--- config.mk ---
export PLATFORM = sky130hd
export DESIGN_NAME = decimal_ascii_line_emitter
export DESIGN_NICKNAME = d
export VERILOG_FILES = /design/src/rtl/dale_pkg.sv /design/src/rtl/dale_bcd_stage.sv /design/src/rtl/dale_serializer.sv /design/src/rtl/decimal_ascii_line_emitter.sv
export SDC_FILE = /design/constraint.sdc
export NUM_CORES = 1
export LEC_CHECK = 0
export ABC_AREA = 1
export BUFFER_PORTS_ARGS = -buffer_cell sky130_fd_sc_hd__buf_2
export CAP_MARGIN = 20
export CELL_PAD_IN_SITES_DETAIL_PLACEMENT = 0
export CELL_PAD_IN_SITES_GLOBAL_PLACEMENT = 2
export CORE_MARGIN = 3
export CORE_UTILIZATION = 35
export DETAILED_ROUTE_END_ITERATION = 7
export PLACE_DENSITY = 0.81
export SETUP_SLACK_MARGIN = 0.3
export SLEW_MARGIN = 20
export SYNTH_ARGS = -nofsm -noshare
export SYNTH_HDL_FRONTEND = slang
export SYNTH_SLANG_ARGS = --single-unit
--- constraint.sdc ---
create_clock -name clock -period 8.3 [get_ports clock]
set_input_delay 0.83 -clock clock [delete_from_list [all_inputs] [get_ports clock]]
set_output_delay 0.83 -clock clock [all_outputs]
set_load 0.02 [all_outputs]
--- src/rtl/dale_pkg.sv ---
package dale_pkg;

   localparam int BIN_WIDTH     = 32;
   localparam int DABBLE_STEPS  = 8;
   localparam int DABBLE_STAGES = BIN_WIDTH / DABBLE_STEPS;

   localparam logic [1:0] PREFIX_NONE     = 2'd0;
   localparam logic [1:0] PREFIX_MINUS    = 2'd1;
   localparam logic [1:0] PREFIX_LETTER_C = 2'd2;

   localparam logic [7:0] ASCII_MINUS  = 8'h2d;
   localparam logic [7:0] ASCII_C      = 8'h43;
   localparam logic [3:0] ASCII_DIGIT_HI = 4'h3;
   localparam logic [7:0] ASCII_CR     = 8'h0d;
   localparam logic [7:0] ASCII_LF     = 8'h0a;

   typedef struct packed {
      logic [1:0]           prefix;
      logic [BIN_WIDTH-1:0] bin;
   } dale_word_type;

   typedef enum logic [2:0] {
      ST_IDLE,
      ST_PREFIX,
      ST_DIGIT,
      ST_CR,
      ST_LF
   } dale_state_type;

endpackage

--- src/rtl/dale_bcd_stage.sv ---
module dale_bcd_stage #(
   parameter int DIGIT_COUNT = 10
) (
   input  logic                        clock,
   input  logic                        reset,
   input  logic                        in_valid,
   output logic                        in_ready,
   input  dale_pkg::dale_word_type     in_word,
   input  logic [4*DIGIT_COUNT-1:0]    in_bcd,
   output logic                        out_valid,
   input  logic                        out_ready,
   output dale_pkg::dale_word_type     out_word,
   output logic [4*DIGIT_COUNT-1:0]    out_bcd
);
   import dale_pkg::*;

   localparam int BCD_WIDTH = 4 * DIGIT_COUNT;

   logic                 valid_ff;
   dale_word_type        word_ff;
   logic [BCD_WIDTH-1:0] bcd_ff;
   dale_word_type        word_in;
   logic [BCD_WIDTH-1:0] bcd_in;

   // Each step adds three to every digit of five or more, then shifts one bit in.
   always_comb begin
      word_in = in_word;
      bcd_in  = in_bcd;
      for (int s = 0; s < DABBLE_STEPS; s++) begin
         for (int d = 0; d < DIGIT_COUNT; d++) begin
            if (bcd_in[4*d +: 4] >= 4'd5) begin
               bcd_in[4*d +: 4] = bcd_in[4*d +: 4] + 4'd3;
            end
         end
         bcd_in      = {bcd_in[BCD_WIDTH-2:0], word_in.bin[BIN_WIDTH-1]};
         word_in.bin = {word_in.bin[BIN_WIDTH-2:0], 1'b0};
      end
   end

   assign in_ready = !valid_ff || out_ready;

   always_ff @(posedge clock) begin
      if (reset) begin
         valid_ff <= 1'b0;
      end else if (in_ready) begin
         valid_ff <= in_valid;
      end
   end

   always_ff @(posedge clock) begin
      if (in_valid && in_ready) begin
         word_ff <= word_in;
         bcd_ff  <= bcd_in;
      end
   end

   assign out_valid = valid_ff;
   assign out_word  = word_ff;
   assign out_bcd   = bcd_ff;

endmodule

--- src/rtl/dale_serializer.sv ---
module dale_serializer #(
   parameter int DIGIT_COUNT = 10
) (
   input  logic                        clock,
   input  logic                        reset,
   input  logic                        in_valid,
   output logic                        in_ready,
   input  logic [1:0]                  in_prefix,
   input  logic [4*DIGIT_COUNT-1:0]    in_bcd,
   input  logic                        crlf,
   output logic                        rsp_tvalid,
   input  logic                        rsp_tready,
   output logic [7:0]                  rsp_tdata,
   output logic                        rsp_tlast
);
   import dale_pkg::*;

   localparam int IDX_W = $clog2(DIGIT_COUNT);

   dale_state_type   state_ff;
   dale_state_type   state_in;
   logic [IDX_W-1:0] ptr_ff;
   logic [IDX_W-1:0] ptr_in;
   logic [IDX_W-1:0] top_digit;
   logic [3:0]       digits_ff [DIGIT_COUNT];
   logic [1:0]       prefix_ff;
   logic             crlf_item_ff;
   logic             rsp_tvalid_ff;
   logic [7:0]       rsp_tdata_ff;
   logic             rsp_tlast_ff;
   logic             out_free;
   logic             load_out;
   logic [7:0]       out_byte;
   logic             out_last;

   always_comb begin
      top_digit = '0;
      for (int i = 0; i < DIGIT_COUNT; i++) begin
         if (in_bcd[4*i +: 4] != 4'd0) begin
            top_digit = IDX_W'(i);
         end
      end
   end

   assign out_free = !rsp_tvalid_ff || rsp_tready;
   assign in_ready = (state_ff == ST_IDLE);

   always_comb begin
      state_in = state_ff;
      ptr_in   = ptr_ff;
      load_out = 1'b0;
      out_byte = '0;
      out_last = 1'b0;
      case (state_ff)
         ST_IDLE: begin
            if (in_valid) begin
               ptr_in = top_digit;
               if (in_prefix inside {PREFIX_MINUS, PREFIX_LETTER_C}) begin
                  state_in = ST_PREFIX;
               end else begin
                  state_in = ST_DIGIT;
               end
            end
         end
         ST_PREFIX: begin
            if (out_free) begin
               load_out = 1'b1;
               out_byte = (prefix_ff == PREFIX_MINUS) ? ASCII_MINUS : ASCII_C;
               state_in = ST_DIGIT;
            end
         end
         ST_DIGIT: begin
            if (out_free) begin
               load_out = 1'b1;
               out_byte = {ASCII_DIGIT_HI, digits_ff[ptr_ff]};
               if (ptr_ff == '0) begin
                  if (crlf_item_ff) begin
                     state_in = ST_CR;
                  end else begin
                     out_last = 1'b1;
                     state_in = ST_IDLE;
                  end
               end else begin
                  ptr_in = ptr_ff - IDX_W'(1);
               end
            end
         end
         ST_CR: begin
            if (out_free) begin
               load_out = 1'b1;
               out_byte = ASCII_CR;
               state_in = ST_LF;
            end
         end
         ST_LF: begin
            if (out_free) begin
               load_out = 1'b1;
               out_byte = ASCII_LF;
               out_last = 1'b1;
               state_in = ST_IDLE;
            end
         end
         default: begin
            state_in = ST_IDLE;
         end
      endcase
   end

   always_ff @(posedge clock) begin
      if (reset) begin
         state_ff      <= ST_IDLE;
         rsp_tvalid_ff <= 1'b0;
      end else begin
         state_ff <= state_in;
         if (out_free) begin
            rsp_tvalid_ff <= load_out;
         end
      end
   end

   always_ff @(posedge clock) begin
      ptr_ff <= ptr_in;
      if (in_valid && in_ready) begin
         for (int i = 0; i < DIGIT_COUNT; i++) begin
            digits_ff[i] <= in_bcd[4*i +: 4];
         end
         prefix_ff    <= in_prefix;
         crlf_item_ff <= crlf;
      end
      if (load_out) begin
         rsp_tdata_ff <= out_byte;
         rsp_tlast_ff <= out_last;
      end
   end

   assign rsp_tvalid = rsp_tvalid_ff;
   assign rsp_tdata  = rsp_tdata_ff;
   assign rsp_tlast  = rsp_tlast_ff;

endmodule

--- src/rtl/decimal_ascii_line_emitter.sv ---
// Prints an unsigned 32-bit number as a line of ASCII decimal text.
// Each transfer on the req_ channel carries the number in req_tdata and a
// prefix selector in req_tuser (none, minus sign, letter C, or none again).
// The rsp_ channel gives one byte per transfer: the prefix, the digits with
// the most significant first and no leading zeros, and CR and LF when the
// csr_ register is set; rsp_tlast marks the final byte of each line.
// The csr_ register must be written only while no line is in flight;
// the block itself does not enforce it. A number passes the four conversion
// stages, then the serializer state register and the output register.
// The byte serializer sends a line byte by byte, holding while rsp_tready is
// low, and takes the next number only after a line's last byte; meanwhile the
// binary to decimal pipeline's four stages hold up to four further numbers.
// When the receiver stalls, the current byte is held and the pipeline fills,
// then req_tready falls; nothing is lost or repeated.
// Reset empties the pipeline and the output register and sets the CR/LF
// register to one.
module decimal_ascii_line_emitter #(
   parameter int DIGIT_COUNT = 10
) (
   input  logic        clock,
   input  logic        reset,
   input  logic        req_tvalid,
   output logic        req_tready,
   input  logic [31:0] req_tdata,   // number
   input  logic [1:0]  req_tuser,   // prefix_select
   output logic        rsp_tvalid,
   input  logic        rsp_tready,
   output logic [7:0]  rsp_tdata,   // char_byte
   output logic        rsp_tlast,
   input  logic        csr_wen,
   input  logic        csr_wdata
);
   import dale_pkg::*;

   localparam int BCD_WIDTH = 4 * DIGIT_COUNT;

   logic                 append_crlf_ff;
   logic                 valid_s [DABBLE_STAGES+1];
   logic                 ready_s [DABBLE_STAGES+1];
   dale_word_type        word_s  [DABBLE_STAGES+1];
   logic [BCD_WIDTH-1:0] bcd_s   [DABBLE_STAGES+1];

   always_ff @(posedge clock) begin
      if (reset) begin
         append_crlf_ff <= 1'b1;
      end else if (csr_wen) begin
         append_crlf_ff <= csr_wdata;
      end
   end

   assign valid_s[0]       = req_tvalid;
   assign word_s[0].prefix = req_tuser;
   assign word_s[0].bin    = req_tdata;
   assign bcd_s[0]         = '0;
   assign req_tready       = ready_s[0];

   for (genvar g = 0; g < DABBLE_STAGES; g++) begin : g_stage
      dale_bcd_stage #(
         .DIGIT_COUNT(DIGIT_COUNT)
      ) u_stage (
         .clock    (clock),
         .reset    (reset),
         .in_valid (valid_s[g]),
         .in_ready (ready_s[g]),
         .in_word  (word_s[g]),
         .in_bcd   (bcd_s[g]),
         .out_valid(valid_s[g+1]),
         .out_ready(ready_s[g+1]),
         .out_word (word_s[g+1]),
         .out_bcd  (bcd_s[g+1])
      );
   end

   dale_serializer #(
      .DIGIT_COUNT(DIGIT_COUNT)
   ) u_serializer (
      .clock     (clock),
      .reset     (reset),
      .in_valid  (valid_s[DABBLE_STAGES]),
      .in_ready  (ready_s[DABBLE_STAGES]),
      .in_prefix (word_s[DABBLE_STAGES].prefix),
      .in_bcd    (bcd_s[DABBLE_STAGES]),
      .crlf      (append_crlf_ff),
      .rsp_tvalid(rsp_tvalid),
      .rsp_tready(rsp_tready),
      .rsp_tdata (rsp_tdata),
      .rsp_tlast (rsp_tlast)
   );

   a_reset_empty: assert property (@(posedge clock) !reset && $past(reset) |-> !rsp_tvalid)
      else $error("Output valid right after reset.");

   a_lf_is_last: assert property (@(posedge clock) disable iff (reset)
      rsp_tvalid && rsp_tdata == ASCII_LF |-> rsp_tlast)
      else $error("Line feed not flagged as the final byte.");

   a_cr_then_lf: assert property (@(posedge clock) disable iff (reset)
      rsp_tvalid && rsp_tready && rsp_tdata == ASCII_CR
      |=> rsp_tvalid && rsp_tdata == ASCII_LF)
      else $error("Carriage return not followed at once by line feed.");

endmodule

### Word-level counts from Yosys, hierarchy flattened

Memories as Yosys holds them, arrays and structs flattened. A register that Yosys moved wholly into a read port is not among the register bits.
Cells that the tools add are included.

| operators by class | value |
|---|---|
| equal/unequal tests | 14 |
| reduce and logical (&&, ||, !) cells | 31 |
| divide/modulo/power cells | 0 |
| shift operators | 0 |
| magnitude comparators | 265 |
| bitwise logic cells | 0 |
| add/subtract/negate cells | 266 |
| multiply operators | 0 |
| mux-type cells | 302 |

Operators with widths:

| kind | count |
|---|---|
| $ge A4 B3 Y1 const B | 255 |
| $mux W4 | 250 |
| $add A4 B2 Y4 const B | 234 |
| $mux W3 | 32 |
| $add A3 B2 Y3 const B | 21 |
| $reduce_bool A4 Y1 | 9 |
| $pmux W8 S4 | 1 |
| $add A1 B2 Y3 const B | 9 |
| $ge A1 B3 Y1 const B | 9 |
| $pmux W3 S5 | 1 |
| $ne A2 B1 Y1 const B | 5 |
| $mux W1 | 9 |
| $mux W2 | 4 |
| $mux W8 | 1 |
| $pmux W4 S2 | 1 |
| $mux W7 | 1 |
| $eq A3 B2 Y1 const B | 2 |
| $mux W6 | 1 |
| $reduce_and A6 Y1 | 1 |
| $logic_and A1 B1 Y1 | 5 |
| $logic_not A1 Y1 | 5 |
| $logic_or A1 B1 Y1 | 5 |
| $eq A2 B1 Y1 const B | 2 |
| $logic_not A4 Y1 | 1 |
| other kinds (12) | 14 |

| word-level totals | value |
|---|---|
| latch bits | 0 |
| memory bits (writable) | 40 |
| flip-flop bits (word level) | 229 |
| bits in read-only memories | 0 |
| memories kept | 1 |
| input bits | 40 |

Memory list:

| memory | depth | bits a word | read ports | clocked after memory_dff | wr ports | line | text |
|---|---|---|---|---|---|---|---|
| u_serializer.digits_ff | 10 | 4 | 1 | 1 | 10 | dale_serializer.sv:25 | `logic [3:0] digits_ff [DIGIT_COUNT];` |

### Logic depth before layout (Yosys ltp)

| logic depth | value |
|---|---|
| word-level depth | 16 |
| gate-level depth with buffers | 49 |

### Cells and area by module

From an unflattened synthesis, not the netlist that was laid out.

| second synthesis, totals | value |
|---|---|
| cells, all modules | 6,723 |
| area, all modules | 42,764.8 um^2 |

Modules (own cells, without submodules):

| module | area an instance (um^2) | instances | cells each | sequential area each (um^2) |
|---|---|---|---|---|
| dale_bcd_stage | 9,972.1 | 4 | 1,609 | 2,001.9 |
| dale_serializer | 2,825.2 | 1 | 280 | 1,811.7 |
| decimal_ascii_line_emitter | 51.3 | 1 | 7 | 20.0 |

### Worst setup path before layout

OpenSTA, ideal clock, no wires.

| timing | value |
|---|---|
| path type | register to register |
| start point | reg g_stage[2].u_stage.bcd_ff[28] |
| end point | reg g_stage[3].u_stage.bcd_ff[37] (data pin) |
| stages on the path, launching flop included | 44 |
| setup time | 0.270 ns |
| setup slack | 2.524 ns |
| arrival | 5.506 ns |
| required time | 8.030 ns |
| cells stage by stage | edfxtp_1 inv_1 ha_1 inv_1 ha_1 inv_1 nand2_2 xor2_1 inv_1 ha_1 nand3b_1 nand2_1 inv_1 nand2_1 nand2_1 o21ai_1 nand2_1 nand3_1 (+8 left out) nand3_1 nand2_1 nand2_1 nand2_1 nand2_1 nand2_1 nand2_1 ha_1 inv_1 ha_1 inv_1 nand2_1 xor2_1 ha_1 inv_1 or2_2 a21oi_1 xor2_1 |

| on the way | value |
|---|---|
| word-level cells in the longest chain between the ends | 16 |

RTL lines:

| item | line | text |
|---|---|---|
| from (decl) | dale_bcd_stage.sv:21 | `logic [BCD_WIDTH-1:0] bcd_ff;` |
| from (signal assigned) | dale_bcd_stage.sv:53 | `bcd_ff <= bcd_in;` |
| $add A4 B2 Y4 / $ge A4 B3 Y1 (equally long branches) | dale_bcd_stage.sv:32, dale_bcd_stage.sv:31 |  |
| $mux W4 (*) | dale_bcd_stage.sv:31 | `if (bcd_in[4*d +: 4] >= 4'd5) begin` |
| $add A4 B2 Y4 / $ge A4 B3 Y1 (equally long branches) | dale_bcd_stage.sv:32, dale_bcd_stage.sv:31 |  |
| $mux W4 | dale_bcd_stage.sv:31 |  |
| $add A4 B2 Y4 (tied with other cells) | dale_bcd_stage.sv:32 | `bcd_in[4*d +: 4] = bcd_in[4*d +: 4] + 4'd3;` |
| $mux W4 / $mux W3 (equally long branches) | dale_bcd_stage.sv:31 |  |
| $add A4 B2 Y4 (tied with other cells) | dale_bcd_stage.sv:32 |  |
| $mux W4 / $mux W3 (equally long branches) | dale_bcd_stage.sv:31 |  |
| $add A4 B2 Y4 (tied with other cells) | dale_bcd_stage.sv:32 |  |
| $mux W4 / $mux W3 (equally long branches) | dale_bcd_stage.sv:31 |  |
| $add A4 B2 Y4 (tied with other cells) | dale_bcd_stage.sv:32 |  |
| $mux W4 / $mux W3 (equally long branches) | dale_bcd_stage.sv:31 |  |
| $add A4 B2 Y4 (tied with other cells) | dale_bcd_stage.sv:32 |  |
| $mux W4 / $mux W3 (equally long branches) | dale_bcd_stage.sv:31 |  |
| $ge A4 B3 Y1 / $add A3 B2 Y3 (equally long branches) | dale_bcd_stage.sv:31, dale_bcd_stage.sv:32 |  |
| $mux W3 (*) | dale_bcd_stage.sv:31 |  |
| named net g_stage[3].u_stage.bcd_in[37] | dale_bcd_stage.sv:23 | `logic [BCD_WIDTH-1:0] bcd_in;` |
| to (signal assigned) | dale_bcd_stage.sv:53 |  |
| to (decl) | dale_bcd_stage.sv:21 |  |

The timed path passes the listed nets; every way through them passes the cells marked *.
A chain may end at the register's enable or synchronous reset.

### Worst setup path in the final report

Ends and elaborated chain as after synthesis.

==> metrics.txt <==
status=finished clean; RSZ-0062 raised after global routing=no; DRT iter0 DRCs=just over 600; CTS buffer count=28; slowest CP cell=edfxtp_1; reg2reg start=g_stage[2].u_stage.out_bcd[28]$_DFFE_PP_; first-pass GRT wire length=79300 um; clk buf depth=3; Root Buffer=clkbuf_16; Detailed Place HPWL=36000 um; CP Class=register to register; Distinct cells, synth=52; Synth-to-Final Area Change=10.1%; worst-skew pair later-pin latency=0.57 ns; Initial Utilization=35.5%; Synth Register Bits=around 230; vias in the first global route=19165; DRT antenna net count=0; gr ovfl total=0; R2R cell count=43; GRT Overall Usage=12.7%; CP most frequent cell=nand2_1; Setup Fix Bufs, Post-CTS=0; Vias/cell=4.72; cells after synthesis=3365; drt first pass iters=5; Final Cycle Share=78.0%; initial antenna violation count=0; Fin. Hold Viols=0; Primary FF master, synth=edfxtp_1; critical path data required time=8.60 ns; Layout Nets=3628; Synth Area per Inst=6.83 um^2; die area=68800 um^2; die height=262 um; Layout Utilization=39.1%; final setup vio count=0; Mapped Area=23000 um^2; Worst EP arrival=6.78 ns; H-tree Lvls=1; routed len/inst=10.3 um; # IOs=51; largest net degree at the start of global routing=44; Core Region=between 60000 and 70000 um^2; Min-Delay Path Class=register to register; Hold Path Depth=0; routed wire length=about 45000 um; fin crit period=around 6.5 ns; post-synthesis sequential area ratio=28.9%; Max Fclk=154 MHz; crit-path max FO=5; clock slew at reported path FFs=0.06 ns; CTS tree=done; CP Launch Type=register; Synth Net Count=3550; port bufs=49; Vias=20369; clock skew=0.00939 ns; register-to-register setup slack=1.82 ns; Worst setup EP type=register; top post-synthesis cells by area=edfxtp_1 (28%), nand2_1 (18%), inv_1 (9.6%), ha_1 (7.9%), nand3_1 (7.6%); CTS Hold Bufs=0; gpl congestion=0.837; FP Rows=slightly above 90; Synth async-reset ratio=0%; post-synth top area share=between 20 and 30%; cts repair resizes=0; crit-path max cell delay=0.44 ns; Die Width=between 200 and 300 um; # DRC=0; cell taking the most area after synthesis=edfxtp_1; total of max-cap violations=0; synth warn=0; R2R Path End=g_stage[3].u_stage.out_bcd[37]$_DFFE_PP_; share of layout cells above drive strength 1=12.5%; hold_sp=g_stage[0].u_stage.out_word[23]$_DFFE_PP_; Post-synth EDFFs=about 210; actual slew at the worst max-slew pin=0.923 ns; Slew HR=between 30% and 40%; clk sinks=226; Diodes inserted=0; Hold EP=g_stage[1].u_stage.out_word[31]$_DFFE_PP_; Final Max Slew Viols=0; Setup Total Neg Slack=0 ns
==> flip-flops by register name, indices dropped and copies added, names as in the netlist, 2 cells and up, named ones only <==
register,flops
g_stage.u_stage.out_bcd,102
g_stage.u_stage.out_word,56
u_serializer.digits_ff,40
u_serializer.rsp_tdata,7
g_stage.u_stage.out_valid,4
u_serializer.ptr_ff,4
u_serializer.state_ff,3
u_serializer.prefix_ff,2
==> logic make-up (layout without fill, tap and decap cells) <==
group | count (synthesis) | count (layout) | share of synthesized area (%)
compound gates | 300 | 300 | 8.23
flops | 226 | 226 | 28.9
other cells | 1 | 1 | 0.0163
simple gates | 2009 | 2009 | 41.7
buf+inv | 606 | 706 | 9.91
xor+xnor | 78 | 78 | 3.33
fa+ha+maj | 145 | 145 | 7.89
==> per-stage QoR <==
step	setup slack [ns]	cells	hold slack (ns)	instance area (um^2)
floorplan	2.52	3365	0.400	23000
global placement	2.09	4266	0.400	24300
detailed placement	1.82	4266	0.405	24300
CTS	1.81	4318	0.383	25300
global route	1.06	4320	0.395	25300
finish	1.82	4320	0.416	25300
==> critical path: cells and delay by family (launching register included) <==
kind / cells / cell delay [ns]
compound gates: 3 / 0.67
xor+xnor: 4 / 0.83
fa+ha+maj: 8 / 1.43
buf+inv: 9 / 0.62
flops: 1 / 0.44
simple gates: 19 / 2.23
==> synth_stat cells (all sizes together), types with 9 or more instances <==
| cell | number |
|---|---|
| a21o | 33 |
| a21oi | 41 |
| a31o | 11 |
| and2 | 54 |
| dfxtp | 13 |
| edfxtp | 213 |
| ha | 145 |
| inv | 599 |
| nand2 | 1275 |
| nand3 | 426 |
| nand3b | 26 |
| nand4 | 129 |
| nor2 | 82 |
| o21ai | 162 |
| o22ai | 15 |
| xnor2 | 9 |
| xor2 | 69 |
==> area by class of cell <==
class / count / area, um^2
clock buffer: 30 / 708
fill: 6772 / 39400
timing repair buffer: 54 / 308
inverter: 600 / 2250
tap: 855 / 1070
sequential: 226 / 6660
clock inverter: 22 / 233
multi-input combinational: 2533 / 14100
==> metal layers <==
| layer | track usage (%) | part of all wire, % | wire length, um | up-vias |
|---|---|---|---|---|
| met5 | 0 | 0 | 0 | - |
| met4 | 2.97 | 2.2 | 983 | 0 |
| met3 | 1.57 | 2.0 | 888 | 55 |
| met2 | 24.2 | 49 | 22000 | 134 |
| met1 | 15.1 | 46 | 20700 | 9001 |
| li1 | - | - | - | 11179 |
==> cell usage in the layout, fill, tap and decap left out, types with 12 or more instances in the layout <==
cell       instances
o21ai_0           92
o22ai_1           15
nand2_1         1107
nand2_4           12
buf_2             49
nor2_1            79
nand4_1          129
nand3_2           76
xor2_1            61
dfxtp_1           13
a21oi_1           40
and2_1            46
clkbuf_16         28
nand3b_1          26
nand3_1          347
o21ai_1           33
nand2_2          156
inv_1            585
o21ai_2           37
edfxtp_1         213
a21o_1            33
inv_2             14
ha_1             145
==> how the worst max path moves through the flow <==
stage	start	cells past startpoint	endpoint	slack (ns)
5_1_grt	g_stage[2].u_stage.out_bcd[28]$_DFFE_PP_	43	g_stage[3].u_stage.out_bcd[37]$_DFFE_PP_	1.06
2_1_floorplan	g_stage[2].u_stage.out_bcd[28]$_DFFE_PP_	43	g_stage[3].u_stage.out_bcd[37]$_DFFE_PP_	2.52
6_report	g_stage[2].u_stage.out_bcd[28]$_DFFE_PP_	43	g_stage[3].u_stage.out_bcd[37]$_DFFE_PP_	1.82
4_1_cts	g_stage[2].u_stage.out_bcd[28]$_DFFE_PP_	43	g_stage[3].u_stage.out_bcd[37]$_DFFE_PP_	1.81
3_3_place_gp	g_stage[2].u_stage.out_bcd[28]$_DFFE_PP_	43	g_stage[3].u_stage.out_bcd[38]$_DFFE_PP_	2.09
3_5_place_dp	g_stage[2].u_stage.out_bcd[28]$_DFFE_PP_	43	g_stage[3].u_stage.out_bcd[37]$_DFFE_PP_	1.82
Power is not shown: default switching activity piles up to over one toggle a cycle in this logic, so the estimate is an artifact.
